## config.mk

```make
export PLATFORM = sky130hd
export DESIGN_NAME = mmdp_fifo
export DESIGN_NICKNAME = d
export VERILOG_FILES = /design/src/design/mmdp_pkg.sv /design/src/design/mmdp_fifo.sv
export SDC_FILE = /design/constraint.sdc
export NUM_CORES = 1
export LEC_CHECK = 0
export BUFFER_PORTS_ARGS = -buffer_cell sky130_fd_sc_hd__buf_2
export CAP_MARGIN = 20
export CORE_UTILIZATION = 35
export DETAILED_ROUTE_END_ITERATION = 8
export PLACE_DENSITY = 0.65
export SLEW_MARGIN = 40
export SYNTH_ARGS = -nofsm -noshare
export SYNTH_HDL_FRONTEND = slang
export SYNTH_SLANG_ARGS = --single-unit
```

## constraint.sdc

```tcl
create_clock -name clk -period 3.3 [get_ports clk]
set_clock_uncertainty 0.15 [all_clocks]
set_input_delay 0.165 -clock clk [delete_from_list [all_inputs] [get_ports clk]]
set_output_delay 0.165 -clock clk [all_outputs]
set_load 0.01 [all_outputs]
```

## src/design/mmdp_pkg.sv

```systemverilog
// types and constants shared by the matrix dot product modules
package mmdp_pkg;

	localparam int IDX_W   = 6;
	localparam int VAL_W   = 16;
	localparam int PROD_W  = 32;
	localparam int DOT_W   = 38;
	localparam int DIM_W   = 7;
	localparam int QDEPTH  = 4;
	localparam int QAW     = 2;

	localparam logic [DIM_W-1:0] DIM_RESET = 7'd64;

	localparam logic [1:0] KIND_WR_A = 2'd0;
	localparam logic [1:0] KIND_WR_B = 2'd1;
	localparam logic [1:0] KIND_COMP = 2'd2;

	typedef enum logic [1:0] {
		OP_WR_A,
		OP_WR_B,
		OP_COMP,
		OP_ZERO
	} op_t;

	typedef struct packed {
		op_t                     op;
		logic [IDX_W-1:0]        row;
		logic [IDX_W-1:0]        col;
		logic signed [VAL_W-1:0] value;
	} entry_t;

endpackage

```

## src/design/mmdp_fifo.sv

```systemverilog
// short command queue between the front end and the compute back end
module mmdp_fifo (
	input  logic             clk,
	input  logic             arst_n,
	input  logic             wr_en,
	input  mmdp_pkg::entry_t wr_data,
	output logic             full,
	input  logic             rd_en,
	output mmdp_pkg::entry_t rd_data,
	output logic             empty
);

	mmdp_pkg::entry_t            slot_q [mmdp_pkg::QDEPTH];
	logic [mmdp_pkg::QAW-1:0]    wr_ptr_q;
	logic [mmdp_pkg::QAW-1:0]    rd_ptr_q;
	logic [mmdp_pkg::QAW:0]      cnt_q;
	logic                        do_wr;
	logic                        do_rd;

	assign full    = (cnt_q == (mmdp_pkg::QAW+1)'(mmdp_pkg::QDEPTH));
	assign empty   = (cnt_q == '0);
	assign do_wr   = wr_en && !full;
	assign do_rd   = rd_en && !empty;
	assign rd_data = slot_q[rd_ptr_q];

	always_ff @(posedge clk or negedge arst_n) begin
		if (!arst_n) begin
			wr_ptr_q <= '0;
			rd_ptr_q <= '0;
			cnt_q    <= '0;
		end else begin
			if (do_wr) begin
				wr_ptr_q <= wr_ptr_q + mmdp_pkg::QAW'(1);
			end
			if (do_rd) begin
				rd_ptr_q <= rd_ptr_q + mmdp_pkg::QAW'(1);
			end
			case ({do_wr, do_rd})
				2'b10:   cnt_q <= cnt_q + (mmdp_pkg::QAW+1)'(1);
				2'b01:   cnt_q <= cnt_q - (mmdp_pkg::QAW+1)'(1);
				default: cnt_q <= cnt_q;
			endcase
		end
	end

	always_ff @(posedge clk) begin
		if (do_wr) begin
			slot_q[wr_ptr_q] <= wr_data;
		end
	end

endmodule

```

# Word level (Yosys, flattened, before mapping)
# Memory sizes are Yosys's and may differ from the RTL's.
# Index checks and enable logic that the tools add are counted.
[classes]
n_eq_ne = 3
addsub = 4
muxes = 3
n_reduce_logical = 6
[op_table]
columns = ["op", "count"]
rows = [
  ["$pmux 3 s2", 1],
  ["$add 2x1->2 const B", 2],
  ["$add 3x1->3 const B", 1],
  ["$eq 3x3->1 const B", 1],
  ["$logic_not 3->1", 1],
  ["$sub 3x1->3 const B", 1],
  ["$eq 2x1->1 const B", 1],
  ["$eq 2x2->1 const B", 1],
  ["$logic_and 1x1->1", 2],
  ["$logic_not 1->1", 2],
  ["$mux 1", 2],
  ["$reduce_bool 2->1", 1],
]
[word_totals]
memories = 1
output_inout_bits = 32
register_bits = 7
in_bits = 34
mem_bits_rw = 120
[memory_table]
columns = ["memory", "words", "word_bits", "read_ports", "rd_ports_with_merged_regs", "wr", "line", "source"]
rows = [
  ["slot_q", 4, 30, 1, 0, 1, "mmdp_fifo.sv:13", "mmdp_pkg::entry_t slot_q [mmdp_pkg::QDEPTH];"],
]

# Longest topological paths before layout
# Gate-level depths: netlist (run 1).
[logic_depth]
ltp_word = 5
ltp_mapped = 9
mapped_depth_nobuf = 9

# Worst setup path before layout (run 1)
# OpenSTA, ideal clock, no wires.
[synth_path]
path_type = "register -> register"
start = "reg cnt_q[2] in the netlist's numbering"
end = "mem slot_q[0][0] in the netlist's numbering (enable)"
path_buffers = 0
slack_ns = 1.158
period_less_slack_ns = 2.142
setup_time_ns = 0.390
stages_incl_launch_ff = 4
arrival_time_ns = 1.602
cell_sequence = "dfrtp_1 nor3b_2 nor2b_2 and2_1"
[synth_between]
elab_chain_cells = 5
[synth_rtl]
columns = ["element", "line", "source"]
rows = [
  ["from (decl)", "mmdp_fifo.sv:16", "logic [mmdp_pkg::QAW:0] cnt_q;"],
  ["from (signal assigned)", "mmdp_fifo.sv:39", "2'b10: cnt_q <= cnt_q + (mmdp_pkg::QAW+1)'(1);"],
  ["from (signal assigned)", "mmdp_fifo.sv:40", "2'b01: cnt_q <= cnt_q - (mmdp_pkg::QAW+1)'(1);"],
  ["from (signal assigned)", "mmdp_fifo.sv:41", "default: cnt_q <= cnt_q;"],
  ["$eq 3x3->1", "mmdp_fifo.sv:20", "assign full = (cnt_q == (mmdp_pkg::QAW+1)'(mmdp_pkg::QDEPTH));"],
  ["net full", "mmdp_fifo.sv:7", "output logic full,"],
  ["$logic_not 1->1", "mmdp_fifo.sv:22", "assign do_wr = wr_en && !full;"],
  ["$logic_and 1x1->1", "mmdp_fifo.sv:22", ""],
  ["$mux 1", "mmdp_fifo.sv:47", "if (do_wr) begin"],
  ["$mux 1 (implied by the code)", "mmdp_fifo.sv:48", "slot_q[wr_ptr_q] <= wr_data;"],
  ["to (decl)", "mmdp_fifo.sv:13", ""],
]
# The timed path passes the listed nets, and every way through them passes these cells.

==> flow_summary.ini, run 1 <==
[detailed_routing]
drt_pass1_iterations = 4
vias = 2255
drt.antenna.violating_nets = 0
drt-initial-drc-count = 220
drc = 0
wl_met1_um = 3600
wl_met2_um = 4280
vias_per_cell = 4.56
routed_wirelength_um = 8430
routedWlPerCell_um = 17.0
highest_layer = met4
wl_met3_um = 390

[place]
numPlacedInstances = 431
place_congestion = 0.676
hpwlAfterDp_um = 5130
portBuffers = 65

[global_routing]
grt_pass1_vias = 2560
grt_pass1_wl_um = 13300
grt_max_degree = 32
overflow = 0
antenna_found_initial = 0
grt_util_all_layers = 0.132

[die]
rows = 42
die_w_um = 119
ios = 66
die-area_sq_um = 14200
design.core.area_sq_um = 13300
start_util = 0.361
die_y_um = 119

[cts]
postCtsSetupRepairBufs = 0
cts_tree = built
cts_root_buf = clkbuf_16
cts_max_level = 4
clockBufferDepth = 2
clkTransAtPathRegs_ps = 50
clk_latency_ps = 410
cts_made_buffers = 17
numClockSinks = 127

[outcome]
status = complete, no violations

[timing]
report.final.slew_viol_count = 0
whs_ps = 42.4
fmax_mhz = 421
slew_headroom = 0.482
rsz0062_at_grt = no
period_needed_ps = 2380
finalHoldViolCount = 0
finalSetupTns_ps = 0
final-setup-viol-count = 0
fin_crit_sh = 0.720
tightest_slew_ps = 777

[worst_setup_path]
start_kind = flop
crit_path_max_fanout = 14
reg2reg_depth = 9
crit_type = reg2out
critPathArrivalTime_ps = 2060
end_kind = primary output
required_ps = 2980

[logic_synthesis]
synth_top_area_share = 0.751
synthCells = 194
synthFlopType = edfxtp_1
synth_seq_cells = 127
yosys.area.top_type = edfxtp_1
syn_area_sq_um = 4800
syn-num-nets = 234
yosysWarnings = 0
yosysMostFrequentCell = edfxtp_1
synth_common_cells = edfxtp_1 (120), mux4_2 (28), dfrtp_1 (7)
avgSynthCellArea_sq_um = 24.7
synthTopCellsByArea = edfxtp_1 (75%), mux4_2 (13%), dfrtp_1 (3.7%)
synth_edf_count = 120
ys_seq_area_frac = 0.787
ys_async_sr_fraction = 0.0551
synth_cell_types = 21

[layout]
n_antenna_cell = 0
finalNonFillerCells = 495
fin_util = 0.469
drive_gt1_frac = 0.411
nNetsFinal = 346
layout-area-overhead-vs-synth_pct = 29.9

[min_path]
min_path_cells = 3
hold_path_class = in2reg

[pwr]
clkPwrFrac = 0.333
switchingPower_uw = 1540
p_leak_uw = 0.00222
p_int_uw = 4120
p_comb_frac = 0.252
switching_share = 0.271
irDropWorstVdd_mv = 0.478
power_frac_seq = 0.415
power.density_nw_per_um2 = 908

[run]
drv_cap = 0
[through the flow]
step	cell area, sq um	worst slack (ps)	total power [uW]
3_3_place_gp	5280	1160	3760
4_1_cts	6230	863	5750
5_1_grt	6230	800	5930
2_1_floorplan	4800	1160	3340
3_5_place_dp	5310	1060	3830
6_report	6230	923	5660
[cells in the final DEF, fill, tap and decap left out]
cell type      count
mux2i_1            1
dlygate4sd3_1     32
nor2_1             1
and2_4             3
clkbuf_1           2
edfxtp_1         120
nor3_1             1
clkinv_4           2
clkinvlp_4         1
ha_1               5
buf_16             1
dfrtp_2            2
and2_2             1
xnor2_1            3
mux4_2            28
bufinv_16          4
buf_2             65
fa_1               1
clkinv_1           4
nand2_1            1
mux4_1             2
nor3b_2            1
xor2_1             3
clkbuf_16         17
o31a_1             1
inv_1              6
clkinv_2           2
dfrtp_1            5
nor2b_2            1
buf_4              2
mux2_4             1
[critical path: stages (launching register included)]
cell	delay, ps
dfrtp_2	560
buf_4	360
mux4_2	570
buf_2	160
[cell type report]
cell class | count | area (sq um)
Fill cell | 1110 | 7060
Sequential cell | 127 | 3780
Multi-Input combinational cell | 54 | 920
Timing Repair Buffer | 100 | 688
Clock buffer | 19 | 433
Tap cell | 176 | 220
Clock inverter | 13 | 170
Inverter | 6 | 22.5
[power groups by stage]
stage / registers [uW] / clock network (uW) / logic, uW
final: 2350 / 1880 / 1430
after global placement: 2380 / 0 / 1390
after floorplan: 2250 / 0 / 1100
after global routing: 2390 / 1980 / 1560
after CTS: 2370 / 1920 / 1470
after detailed placement: 2400 / 0 / 1440
[path summary, 6_finish.rpt]
check	from	endpoint	slack, ps
setup / recovery	rd_ptr_q[0]	rd_data[18]	920
hold / removal	rd_en	rd_ptr_q[0]	40
setup reg to reg	cnt_q[0]	cnt_q[2]	1170
hold reg to reg	cnt_q[2]	cnt_q[2]	370
max in group asynchronous	arst_n	rd_ptr_q[0]	2170
min in group asynchronous	arst_n	cnt_q[0]	560
[logic make-up (layout without fill, tap and decap cells)]
| group | Yosys count | after routing | synth area share |
|---|---|---|---|
| AOI/OAI and AO/OA | 1 | 1 | 0.00183 |
| xor gates and xnor gates | 6 | 6 | 0.0110 |
| adders and majority gates | 6 | 6 | 0.0172 |
| buffers and inverters | 13 | 138 | 0.0227 |
| DFF | 127 | 127 | 0.787 |
| muxes | 32 | 32 | 0.148 |
| and+or+nand+nor | 9 | 9 | 0.0123 |
[state kept, by name, indices dropped and copies added (netlist names)]
signal	flops
cnt_q	3
rd_ptr_q	2
slot_q	120
wr_ptr_q	2
[per-layer routing]
metal  track usage  vias to the layer above
li1              -                     1032
met1         0.152                     1150
met2         0.218                       60
met3        0.0489                       13
met4        0.0601                        0
met5             0                        -
[repair_timing]
action                    CTS  global route
gates resized for setup     0             0
hold endpoints to repair  127             0
hold buffers               32             0
Power figures use the tool's default switching activity.
==> run 2, diff against run 1 <==
PLACE_DENSITY = 0.67   (was 0.65)
clock period = 2 ns   (was 3.3 ns; I/O delays follow)
==> flow_summary.ini, run 2 (synthesis gave the netlist of run 1 again) <==
[detailed_routing]
drc = 0
vias = 2388
routedWlPerCell_um = 16.9
routed_wirelength_um = 8770
drt_pass1_iterations = 4
drt.antenna.violating_nets = 0
drt-initial-drc-count = 105
vias_per_cell = 4.60

[cts]
cts_tree = built
clockBufferDepth = 2
cts_made_buffers = 17
clkTransAtPathRegs_ps = 60
cts_max_level = 4
cts_root_buf = clkbuf_16
clk_latency_ps = 410
numClockSinks = 127

[global_routing]
antenna_found_initial = 0
grt_max_degree = 21
grt_util_all_layers = 0.133
grt_pass1_wl_um = 13600
overflow = 0
grt_pass1_vias = 2545

[timing]
tightest_slew_ps = 343
report.final.slew_viol_count = 0
layout_setup_ws_ps = -42.7
period_needed_ps = 2040
whs_ps = 289
fin_crit_sh = 1.02
slew_headroom = 0.771
finalHoldViolCount = 0
fmax_mhz = 490
rsz0062_at_grt = yes
final-setup-viol-count = 11

[min_path]
holdCritStartpoint = wr_data[28]
hold_path_class = in2reg
hold-path-endpoint = slot_q[3][28]
min_path_cells = 2

[outcome]
status = finished, violations left
violations = negative setup slack

[pwr]
power.density_nw_per_um2 = 1550
power.total_uw = 10300
p_leak_uw = 0.00240
irDropWorstVdd_mv = 0.678

[worst_setup_path]
critPathArrivalTime_ps = 2220
end_kind = flop
required_ps = 2180
crit_type = reg2reg
start_kind = flop
r2r_setup_slack_ps = -40
timing.rr.end = cnt_q[2]
reg2reg_depth = 9
reg2reg_from = cnt_q[1]
crit_path_max_fanout = 4

[layout]
top_register = slot_q
layout-area-overhead-vs-synth_pct = 38.0
reg_top3 = slot_q: 120 flops, cnt_q: 3 flops
finalNonFillerCells = 519
layout_commonest_cell = edfxtp_1
layout_common_cells = edfxtp_1 (120), buf_2 (51), dlygate4sd3_1 (34)
nNetsFinal = 370
largest_reg_flops = 120
fin_area_sq_um = 6620
n_antenna_cell = 0
drive_gt1_frac = 0.472

[die]
die_w_um = 119
design.core.area_sq_um = 13300
rows = 42
ios = 66
start_util = 0.361
die_y_um = 119
die-area_sq_um = 14200

[place]
portBuffers = 65
place_congestion = 0.706
numPlacedInstances = 444
place_area_sq_um = 5430
hpwlAfterDp_um = 5270

[run]
drv_cap = 0
-- run 2: cell count changes in the layout (fill, tap and decap cells not counted), sizes merged --
cell,delta
buf,+20
bufinv,+1
clkinv,-3
clkinvlp,+2
dlygate4sd3,+2
inv,+2
-- run 2: critical path, cell delays in order (launching register included) --
cell and delay [ps]:
dfrtp_2 440, nor3b_4 260, nor2b_4 60, inv_1 60
ha_2 180, inv_1 60, fa_2 330, xor2_1 140
nor2_1 120, xor2_1 160
-- run 2: cell type report --
cell class | instances | area, sq um
fill | 1079 | 6670
sequential | 127 | 3780
timing repair buffer | 124 | 1030
multi-input combinational | 54 | 926
clock buffer | 17 | 425
tap | 176 | 220
clock inverter | 15 | 216
inverter | 6 | 22.5
-- run 2: per-layer routing --
layer,up-vias,global-route usage,wire length [um],part of all wire
met3,12,0.0474,391,0.045
met5,-,0,0,0
met2,61,0.209,4350,0.50
li1,1080,-,-,-
met4,0,0.0546,116,0.013
met1,1235,0.167,3910,0.45
-- run 2: how the worst max path moves through the flow --
stage | depth (start not counted) | slack, ps | startpoint | to
global placement | 9 | 30 | cnt_q[1] | cnt_q[2]
CTS | 3 | -50 | rd_ptr_q[0] | rd_data[25]
floorplan | 9 | -20 | cnt_q[0] | cnt_q[2]
detailed placement | 9 | -50 | cnt_q[1] | cnt_q[2]
finish | 9 | -40 | cnt_q[1] | cnt_q[2]
global route | 9 | -130 | cnt_q[1] | cnt_q[2]
-- run 2: power by group --
group | total, uW | internal (uW) | switching [uW]
Combinational | 3250 | 1780 | 1470
Sequential | 3710 | 3540 | 176
Clock | 3290 | 2200 | 1090
-- run 2: metrics by stage --
step	setup WS, ps	util	setup TNS, ps
after detailed placement	-49.7	0.408	-49.7
after CTS	-53.9	0.486	-735
after global placement	26.2	0.408	0
after floorplan	-19.9	-	-19.9
after global routing	-133	0.498	-1500
final	-42.7	0.498	-203
-- run 2: repair_timing --
action,4_1_cts,5_1_grt
pin swaps,2,2
endpoints found under the setup margin,29,29
hold endpoints to repair,130,0
hold buffers,34,0
resized for setup,9,13
gates cloned,0,2
buffers inserted,1,6
