File: src/design/mmdp_pkg.sv
// types and constants shared by the matrix dot product modules
package mmdp_pkg;

	localparam int IDX_W   = 6;
	localparam int VAL_W   = 16;
	localparam int PROD_W  = 32;
	localparam int DOT_W   = 38;
	localparam int DIM_W   = 7;
	localparam int QDEPTH  = 4;
	localparam int QAW     = 2;

	localparam logic [DIM_W-1:0] DIM_RESET = 7'd64;

	localparam logic [1:0] KIND_WR_A = 2'd0;
	localparam logic [1:0] KIND_WR_B = 2'd1;
	localparam logic [1:0] KIND_COMP = 2'd2;

	typedef enum logic [1:0] {
		OP_WR_A,
		OP_WR_B,
		OP_COMP,
		OP_ZERO
	} op_t;

	typedef struct packed {
		op_t                     op;
		logic [IDX_W-1:0]        row;
		logic [IDX_W-1:0]        col;
		logic signed [VAL_W-1:0] value;
	} entry_t;

endpackage

File: src/design/mmdp_front.sv
// front end: input and config handshakes, item classification, dimension register
module mmdp_front #(
	parameter int MAX_DIM = 64,
	parameter int NW      = 7
) (
	input  logic                                clk,
	input  logic                                arst_n,
	input  logic                                in_valid,
	output logic                                in_ready,
	input  logic [1:0]                          kind,
	input  logic [mmdp_pkg::IDX_W-1:0]          row_index,
	input  logic [mmdp_pkg::IDX_W-1:0]          col_index,
	input  logic signed [mmdp_pkg::VAL_W-1:0]   value,
	input  logic                                cfg_valid,
	output logic                                cfg_ready,
	input  logic [mmdp_pkg::DIM_W-1:0]          cfg_data,
	input  logic                                q_full,
	output logic                                push,
	output mmdp_pkg::entry_t                    push_data,
	output logic [NW-1:0]                       eff_dim
);

	logic [mmdp_pkg::DIM_W-1:0] dim_q;
	logic                       accept;
	logic                       in_range;
	logic                       is_write;
	logic                       is_comp;

	assign cfg_ready = 1'b1;

	always_ff @(posedge clk or negedge arst_n) begin
		if (!arst_n) begin
			dim_q <= mmdp_pkg::DIM_RESET;
		end else if (cfg_valid && cfg_ready) begin
			dim_q <= cfg_data;
		end
	end

	// clamp the configured dimension to 1..MAX_DIM
	always_comb begin
		if (dim_q == '0) begin
			eff_dim = NW'(1);
		end else if (9'(dim_q) > 9'(MAX_DIM)) begin
			eff_dim = NW'(MAX_DIM);
		end else begin
			eff_dim = NW'(dim_q);
		end
	end

	assign in_ready = !q_full;
	assign accept   = in_valid && in_ready;
	assign in_range = (9'(row_index) < 9'(MAX_DIM)) && (9'(col_index) < 9'(MAX_DIM));
	assign is_write = (kind == mmdp_pkg::KIND_WR_A) || (kind == mmdp_pkg::KIND_WR_B);
	assign is_comp  = (kind == mmdp_pkg::KIND_COMP);

	// out-of-range writes and the unused kind are dropped here
	assign push = accept && ((is_write && in_range) || is_comp);

	always_comb begin
		push_data.row   = row_index;
		push_data.col   = col_index;
		push_data.value = value;
		case (kind)
			mmdp_pkg::KIND_WR_A: push_data.op = mmdp_pkg::OP_WR_A;
			mmdp_pkg::KIND_WR_B: push_data.op = mmdp_pkg::OP_WR_B;
			default:             push_data.op = in_range ? mmdp_pkg::OP_COMP : mmdp_pkg::OP_ZERO;
		endcase
	end

endmodule

File: config.mk
export PLATFORM = sky130hd
export DESIGN_NAME = mmdp_front
export DESIGN_NICKNAME = d
export VERILOG_FILES = /design/src/design/mmdp_pkg.sv /design/src/design/mmdp_front.sv
export SDC_FILE = /design/constraint.sdc
export NUM_CORES = 1
export LEC_CHECK = 0
export ABC_AREA = 0
export BUFFER_PORTS_ARGS = -buffer_cell sky130_fd_sc_hd__buf_4
export CELL_PAD_IN_SITES_DETAIL_PLACEMENT = 0
export CELL_PAD_IN_SITES_GLOBAL_PLACEMENT = 1
export CORE_MARGIN = 4
export CORE_UTILIZATION = 19
export CTS_CLUSTER_SIZE = 24
export DETAILED_ROUTE_END_ITERATION = 8
export GPL_TIMING_DRIVEN = 0
export PLACE_DENSITY = 0.8
export REMOVE_ABC_BUFFERS = 1
export SETUP_SLACK_MARGIN = 0.5
export SYNTH_ARGS = -nofsm -noshare
export SYNTH_HDL_FRONTEND = slang
export SYNTH_SLANG_ARGS = --single-unit
export TNS_END_PERCENT = 50
File: constraint.sdc
create_clock -name clk -period 2.7 [get_ports clk]
set_input_delay 0.27 -clock clk [delete_from_list [all_inputs] [get_ports clk]]
set_output_delay 0.27 -clock clk [all_outputs]
set_load 0.005 [all_outputs]
# Word level (Yosys, flattened, before mapping)
# Index checks and enable logic that the tools add are counted.
# Widths: inputs -> output; s select.
# op_classes
n_lt_le_gt_ge	1
eq_ne	2
mux	3
reduce_logical	7
# op_table
op	n
$mux 7	2
$gt 7x7->1 const B	1
$logic_not 7->1	1
$pmux 2 s2	1
$eq 2x1->1 const B	1
$eq 2x2->1 const B	1
$logic_and 1x1->1	2
$logic_not 2->1	1
$logic_or 1x1->1	2
$logic_not 1->1	1
# word_totals
reg_bits	7

# Longest topological paths before layout
# Gate-level depths: netlist of run 1.
# logic_depth
word_depth	4
depth_mapped	2

# Worst setup path after synthesis of run 1
# No wires, ideal clock.
# synth_timing
kind	reg-to-output
start	register dim_q[2] (netlist bit)
end	output port eff_dim[0]
t_arrival_ps	952
required_ps	2430
slack_ps	1478
path_stages_with_launch	3
cell_sequence	dfrtp_1 -> or3_1 -> o41ai_2
# synth_between
elab_chain_cells	3
# synth_rtl
item	line	rtl
from (decl)	mmdp_front.sv:23	logic [mmdp_pkg::DIM_W-1:0] dim_q;
from (signal assigned)	mmdp_front.sv:33	dim_q <= mmdp_pkg::DIM_RESET;
from (signal assigned)	mmdp_front.sv:35	dim_q <= cfg_data;
$gt 7x7->1	mmdp_front.sv:43	end else if (9'(dim_q) > 9'(MAX_DIM)) begin
$mux 7	mmdp_front.sv:43	
$mux 7 (*)	mmdp_front.sv:41	if (dim_q == '0) begin
to (decl)	mmdp_front.sv:20	output logic [NW-1:0] eff_dim
# Mark *: on every way between the ends. The rest lies on a longest branch, timed or not.

# Worst setup path after layout of run 1
# Ends and elaborated chain as after synthesis.

==> impl_metrics.toml, run 1 <==
[outcome]
status = "finished clean"

[hold_path]
whs_path_depth = 2
holdPathEnd = "dim_q[3]$_DFFE_PN0P_"
holdCritStartpoint = "cfg_data[3]"
hold_path.class = "input pin to flop"

[cts]
holdBufCountCts = 1
clock-sinks = 7
cts-buffers-inserted = 3
ctsResizeCount = 0
clockRootBuffer = "clkbuf_4"
clockBufferDepth = 2
clk_latency_ns = 0.25
htree_num_levels = 1
cts_tree = "done"
cts_setup_buffers = 0
clk_pin_slew_ns = 0.05

[layout]
final_cell_area_um2 = 594
area_delta_synth_final_pct = 4.40
fill_cells = 319
finalNetCount = 99
antenna_cells = 0
final_cells = 87
final_layout_size_suffix_gt1_share_pct = 64.3
regArea_um2 = 176
regMostFlops = "dim_q"
multi_input_area_um2 = 159
reg_top3 = "dim_q (7)"
layout_common_cells = "buf_4 (24), mux2_2 (7), nor2b_1 (6), dfrtp_1 (6), clkbuf_4 (3)"
post-route-util_pct = 21.2
layout_commonest_cell = "buf_4"
largest_reg_flops = 7

[drt]
drt_iter0_drc = 2
dr_total_vias = 377
first_pass_iters = 2
wl_um = 1850
viasPerCell = 4.33
drc_errors = 0
post_drt_wl_per_cell_um = 21.3
ant_nets = 0

[floorplanning]
start_util_pct = 20.3
fp.dieW_um = 62.7
die_y_um = 62.7
core_area_um2 = 2810
rows = 19
dieArea_um2 = 3940
io_pins = 82

[place]
post-dp-hpwl_um = 1560
place_inst = 82
placedInstanceArea_um2 = 558
routabilityCongestion = 0.665
io_buffer_count = 24

[power_and_ir_drop]
p_sw_share_pct = 24.0
power_leakage_nw = 0.285
comb_power_share_pct = 23.2
ir_drop_v = 0.000114
p_int_mw = 0.219
power.density_nw_per_um2 = 485
power_switching_mw = 0.0692
p_clk_share_pct = 32.8
seqPwrFrac_pct = 44.0

[synth]
synth_seq_cells = 7
ys_seq_area_share_pct = 31.0
syn_area_um2 = 569
synth_area_per_cell_um2 = 9.65
synth_warnings = 0
synth_cell_types = 14
ys_top_cells_by_area = "buf_4 (38%), dfrtp_1 (26%), mux2_2 (14%)"
synth_top_area_cell = "buf_4"
netlist_instances = 59
yosysTopAreaCellShare_pct = 38.2

[sta]
max_freq_mhz = 591
holdWs_ns = 0.251
setup_viol = 0
fin_setup_tns_ns = 0
skew_ns = 0
fin_crit_sh_pct = 62.6
drv_slew = 0
finalHoldViolCount = 0
period_needed_ns = 1.69
grt_setup_unrepaired = "no"

[critical_path]
r2r_start = "dim_q[6]$_DFFE_PN1P_"
cp_num_buf_inv = 1
reg2reg_slack_ns = 1.86
critPathLaunchType = "flop"
crit_start = "dim_q[2]$_DFFE_PN0P_"
worstPathRequired_ns = 2.43
critPathKind = "flop to primary output"
r2r-end = "dim_q[6]$_DFFE_PN1P_"
cp.arrival_ns = 1.42
cp_slowest_cell = "or3_1"
end_kind = "primary output"
critPathMaxStageDelay_ns = 0.40
critPathMaxFanout = 3
crit_chain = "or3_1, o41ai_2, buf_4"
reg2reg_depth = 1
crit_family = "simple AND/OR/NAND/NOR gates"

[global_route]
grt_antenna_before_repair = 0
track_usage_pct = 9.29
grt_pass1_vias = 435
grt_overflow = 0
grt_pass1_wl_um = 2480
grt_max_degree = 10

[flow_run]
maxCapViolations = 0
## how the worst max path moves through the flow
stage	end	cells past startpoint
CTS	eff_dim[0]	3
floorplan	eff_dim[0]	2
detailed placement	eff_dim[0]	3
finish	eff_dim[0]	3
global route	eff_dim[0]	3
global placement	eff_dim[0]	3
## cell families (layout without fill, tap and decap cells)
family	Yosys count	after routing	synth area share, %
AO/OA/AOI/OAI	1	1	2.86
buffers and inverters	33	30	41.1
flip-flops	7	7	31.0
multiplexers	7	7	13.8
other	1	1	0.659
AND/OR/NAND/NOR	10	10	10.6
## cell type report
type	instances	area share [%]
clock buffer	4	4.42
inverter	1	0.632
multi-input combinational	19	26.7
sequential	7	29.7
tap	31	6.53
timing repair buffer	25	32.0
## power groups by stage
stage          Sequential (mW)  Clock (mW)  Combinational [mW]
4_1_cts                  0.127       0.102              0.0683
3_5_place_dp             0.129           0              0.0670
5_1_grt                  0.129       0.105              0.0730
6_report                 0.127      0.0946              0.0668
3_3_place_gp             0.128           0              0.0652
2_1_floorplan            0.126           0              0.0245
## routing by layer
metal / global-route usage [%] / share of wire (%) / up-vias / routed length, um
met4: 4.13 / 1.6 / 0 / 29
met3: 11.9 / 24 / 3 / 438
met1: 9.48 / 37 / 172 / 684
met2: 10.4 / 38 / 53 / 696
met5: 1.39 / 0 / - / 0
li1: - / - / 149 / -
## Yosys cell counts
library cell	count
buf_4	29
o41ai_2	1
nand2_1	1
nor2b_1	6
clkbuf_1	2
nand2b_1	1
inv_1	1
mux2_2	7
dfstp_2	1
or3_1	1
conb_1	1
and3_1	1
buf_2	1
dfrtp_1	6
## per-stage QoR
| stage | power [mW] | worst slack (ns) |
|---|---|---|
| finish | 0.288 | 1.01 |
| detailed placement | 0.196 | 1.25 |
| CTS | 0.297 | 0.969 |
| floorplan | 0.150 | 1.48 |
| global placement | 0.194 | 1.28 |
| global route | 0.307 | 0.949 |
Note: power is estimated with default switching activity, not from simulation.
==> run 2, diff against run 1 <==
--- a/config.mk
+++ b/config.mk
@@ -10,11 +10,11 @@
 export CELL_PAD_IN_SITES_DETAIL_PLACEMENT = 0
 export CELL_PAD_IN_SITES_GLOBAL_PLACEMENT = 1
 export CORE_MARGIN = 4
-export CORE_UTILIZATION = 19
+export CORE_UTILIZATION = 16
 export CTS_CLUSTER_SIZE = 24
 export DETAILED_ROUTE_END_ITERATION = 8
 export GPL_TIMING_DRIVEN = 0
-export PLACE_DENSITY = 0.8
+export PLACE_DENSITY = 0.72
 export REMOVE_ABC_BUFFERS = 1
 export SETUP_SLACK_MARGIN = 0.5
 export SYNTH_ARGS = -nofsm -noshare
==> constraint.sdc (replaced) <==
create_clock -name clk -period 1.5 [get_ports clk]
set_input_delay 0.15 -clock clk [delete_from_list [all_inputs] [get_ports clk]]
set_output_delay 0.15 -clock clk [all_outputs]
set_load 0.005 [all_outputs]
==> impl_metrics.toml, run 2 (synthesis gave the netlist of run 1 again) <==
[layout]
regMostFlops = "dim_q"
layout_commonest_cell = "buf_4"
multi_input_area_um2 = 190
post-route-util_pct = 20.2
largest_reg_flops = 7
area_delta_synth_final_pct = 20.4
finalNetCount = 102
layout_common_cells = "buf_4 (22), mux2_2 (7), dfrtp_1 (6)"
final_layout_size_suffix_gt1_share_pct = 71.2
regArea_um2 = 176
final_cell_area_um2 = 686
antenna_cells = 0
fill_cells = 370
reg_top3 = "dim_q (7)"

[sta]
finalHoldViolCount = 0
fin_crit_sh_pct = 102
skew_ns = 0
setup_ws_ns = -0.0287
setup_viol = 1
period_needed_ns = 1.53
drv_slew = 0
max_freq_mhz = 654
grt_setup_unrepaired = "yes"

[critical_path]
critPathKind = "flop to primary output"
cp.arrival_ns = 1.38
critPathMaxStageDelay_ns = 0.40
critPathLaunchType = "flop"
cp_slowest_cell = "or3_4"
end_kind = "primary output"
worstPathRequired_ns = 1.35
critPathMaxFanout = 2
crit_chain = "or3_4, o41ai_4, buf_4"

[global_route]
busiest_layer = "met3"
met1_usage_pct = 7.15
grt_use_met2_pct = 9.23
grt_antenna_before_repair = 0
grt_pass1_vias = 424
grt_pass1_wl_um = 2350
grt_overflow = 0
grt_use_met3_pct = 11.6
track_usage_pct = 7.91
grt_max_degree = 10

[place]
io_buffer_count = 24
routabilityCongestion = 0.632
dp_worst_setup_slack_ns = 0.173
placedInstanceArea_um2 = 577
post-dp-hpwl_um = 1530

[drt]
post_drt_wl_per_cell_um = 17.1
drt_iter0_drc = 3
wl_um = 1800
ant_nets = 0
viasPerCell = 3.54
dr_total_vias = 372
first_pass_iters = 2
drc_errors = 0

[cts]
clk_pin_slew_ns = 0.05
cts-buffers-inserted = 3
htree_num_levels = 1
clk_latency_ns = 0.24
clockRootBuffer = "clkbuf_4"
clock-sinks = 7
cts_tree = "done"
clockBufferDepth = 2

[floorplanning]
die_y_um = 67.7
rows = 21
start_util_pct = 16.8
io_pins = 82
dieArea_um2 = 4580
core_area_um2 = 3390
fp.dieW_um = 67.7

[power_and_ir_drop]
ir_drop_v = 0.000161
power.density_nw_per_um2 = 811
power_leakage_nw = 0.324

[flow_run]
maxCapViolations = 0

[hold_path]
hold_path.class = "input pin to flop"

[outcome]
violations = "negative setup slack"
status = "complete, but fails checks"
==> run 2: cell count changes in the layout (fill, tap and decap cells not counted) <==
cell,previous run,this run
nor2b_4,0,2
nor2b_1,6,4
o41ai_2,1,0
o41ai_4,0,1
buf_4,24,22
buf_6,0,5
or3_4,0,1
or3_1,1,0
==> run 2: layout make-up <==
type	instances	share of cell area (%)
sequential	7	25.7
tap	46	8.39
clock buffer	4	3.83
inverter	1	0.547
multi-input combinational	19	27.7
timing repair buffer	28	33.8
==> run 2: worst max-delay path, delay by kind of cell (launching register included) <==
family	cells	cell delay [ns]
simple gates	1	0.40
flops	1	0.37
compound gates	1	0.21
buf+inv	1	0.16
==> run 2: final timing paths <==
kind                                 startpoint              endpoint  slack [ns]  cells past startpoint
max in group asynchronous                arst_n  dim_q[6]$_DFFE_PN1P_        1.04                      2
setup reg to reg           dim_q[2]$_DFFE_PN0P_  dim_q[2]$_DFFE_PN0P_        0.63                      2
hold reg to reg            dim_q[0]$_DFFE_PN0P_  dim_q[0]$_DFFE_PN0P_        0.52                      1
setup / recovery           dim_q[2]$_DFFE_PN0P_            eff_dim[0]       -0.03                      3
hold / removal                      cfg_data[1]  dim_q[1]$_DFFE_PN0P_        0.14                      2
min in group asynchronous                arst_n  dim_q[1]$_DFFE_PN0P_        0.26                      2
==> run 2: power breakdown <==
group	switching [mW]	total, mW	internal (mW)
sequential	0.0186	0.229	0.211
combinational	0.0509	0.160	0.110
clock	0.0655	0.167	0.101
total	0.135	0.556	0.421
==> run 2: per-stage QoR <==
stage,hold slack [ns],power (mW),instances,TNS (ns)
finish,0.141,0.556,105,-0.0287
global route,0.137,0.587,105,-0.0978
CTS,0.131,0.539,102,-0.0770
detailed placement,-0.0259,0.354,97,0
global placement,-0.0328,0.350,97,0
floorplan,-0.146,0.271,27,0
==> run 2: per-layer routing <==
layer	up-vias	share of wire, %
li1	155	-
met1	167	35
met2	50	40
met3	0	24
met4	0	0
met5	-	0
==> run 2: repair_timing <==
| item | CTS | global route |
|---|---|---|
| endpoints found under the hold margin | 7 | 0 |
| buffers inserted | 0 | 3 |
| gates resized for setup | 2 | 9 |
| endpoints found under the setup margin | 7 | 7 |
| gates cloned | 0 | 0 |
| hold buffers | 1 | 0 |
==> run 3, diff against run 2 <==
--- a/config.mk
+++ b/config.mk
@@ -6,7 +6,7 @@
 export NUM_CORES = 1
 export LEC_CHECK = 0
 export ABC_AREA = 0
-export BUFFER_PORTS_ARGS = -buffer_cell sky130_fd_sc_hd__buf_4
+export BUFFER_PORTS_ARGS = -buffer_cell sky130_fd_sc_hd__buf_2
 export CELL_PAD_IN_SITES_DETAIL_PLACEMENT = 0
 export CELL_PAD_IN_SITES_GLOBAL_PLACEMENT = 1
 export CORE_MARGIN = 4
==> impl_metrics.toml, run 3 (synthesis gave the netlist of run 1 again) <==
[outcome]
status = "complete, but fails checks"
violations = "negative setup slack"

[sta]
setup_ws_ns = -0.0268
period_needed_ns = 1.53
fin_setup_tns_ns = -0.0268
fin_crit_sh_pct = 102
max_freq_mhz = 655
holdWs_ns = 0.135
setup_viol = 1
skew_ns = 0
drv_slew = 0
grt_setup_unrepaired = "yes"
finalHoldViolCount = 0

[critical_path]
critPathLaunchType = "flop"
cp_slowest_cell = "or3_4"
r2r-end = "dim_q[6]$_DFFE_PN1P_"
worstPathRequired_ns = 1.35
crit_start = "dim_q[2]$_DFFE_PN0P_"
cp.arrival_ns = 1.38
reg2reg_depth = 1
r2r_start = "dim_q[6]$_DFFE_PN1P_"
critPathMaxStageDelay_ns = 0.39
end_kind = "primary output"
crit_chain = "or3_4, o41ai_2, buf_2"
reg2reg_slack_ns = 0.64
crit_end = "eff_dim[0]"
critPathMaxFanout = 3
critPathKind = "flop to primary output"

[drt]
wl_um = 1660
viasPerCell = 3.55
dr_total_vias = 362
post_drt_wl_per_cell_um = 16.3
drt_iter0_drc = 3
drc_errors = 0
first_pass_iters = 2
ant_nets = 0

[cts]
cts-buffers-inserted = 3
cts_tree = "done"
clk_latency_ns = 0.24
cts_setup_buffers = 0
clk_pin_slew_ns = 0.05
clockRootBuffer = "clkbuf_4"
clockBufferDepth = 2
htree_num_levels = 1
clock-sinks = 7

[place]
dp_worst_setup_slack_ns = 0.181
routabilityCongestion = 0.607
placedInstanceArea_um2 = 517
post-dp-hpwl_um = 1430
io_buffer_count = 24
place_inst = 97

[layout]
regMostFlops = "dim_q"
final_cell_area_um2 = 564
finalNetCount = 99
largest_reg_flops = 7
antenna_cells = 0
final_cells = 102
area_delta_synth_final_pct = -0.879
post-route-util_pct = 16.6
final_layout_size_suffix_gt1_share_pct = 66.1
reg_top3 = "dim_q (7)"
layout_commonest_cell = "buf_2"
layout_common_cells = "buf_2 (23), mux2_2 (7), nor2b_1 (6), dfrtp_1 (6), clkbuf_4 (3)"

[floorplanning]
rows = 21
start_util_pct = 16.8
dieArea_um2 = 4580
core_area_um2 = 3390
io_pins = 82
fp.dieW_um = 67.7
die_y_um = 67.7

[power_and_ir_drop]
ir_drop_v = 0.0000921
p_total_mw = 0.493
power.density_nw_per_um2 = 873
power_leakage_nw = 0.271

[hold_path]
hold_path.class = "input pin to flop"
whs_path_depth = 2

[global_route]
grt_max_degree = 10
track_usage_pct = 7.54
grt_pass1_wl_um = 2190
grt_antenna_before_repair = 0
grt_overflow = 0
grt_pass1_vias = 403

[flow_run]
maxCapViolations = 0
-- run 3: timing repair --
item | 4_1_cts | 5_1_grt
hold endpoints to repair | 7 | 0
endpoints found under the setup margin | 7 | 7
hold buffers | 1 | 0
gates resized for setup | 1 | 1
-- run 3: layer usage --
metal	GRT usage (%)	up-vias	share of wire (%)
met5	2.50	-	0
met4	3.04	0	0.42
met1	6.67	160	33
met2	8.38	52	39
li1	-	148	-
met3	11.5	2	28
-- run 3: area by class of cell --
cell class	count	area (um^2)
repair buffers	25	136
fillers	373	2830
clock buffers	4	26.3
multi-input cells	19	164
inverters	1	3.75
well taps	46	57.6
flip-flops and latches	7	176
-- run 3: worst min-delay path by stage --
stage	startpoint	slack (ns)	endpoint
finish	cfg_data[1]	0.14	dim_q[1]$_DFFE_PN0P_
global route	cfg_data[4]	0.13	dim_q[4]$_DFFE_PN0P_
CTS	cfg_data[1]	0.13	dim_q[1]$_DFFE_PN0P_
detailed placement	arst_n	-0.005	dim_q[0]$_DFFE_PN0P_
global placement	arst_n	-0.007	dim_q[0]$_DFFE_PN0P_
floorplan	arst_n	-0.15	dim_q[0]$_DFFE_PN0P_
-- run 3: power by group --
part	switching, mW	total (mW)	internal [mW]	leakage [nW]
Clock	0.0627	0.164	0.101	0.0150
Combinational	0.0358	0.0997	0.0639	0.176
Sequential	0.0185	0.229	0.211	0.0807
-- run 3: critical path, delay by kind of cell (launching register included) --
family	cells	cell delay, ns
AND/OR/NAND/NOR	1	0.39
buffers and inverters	1	0.16
flip-flops	1	0.38
AO/OA/AOI/OAI	1	0.20
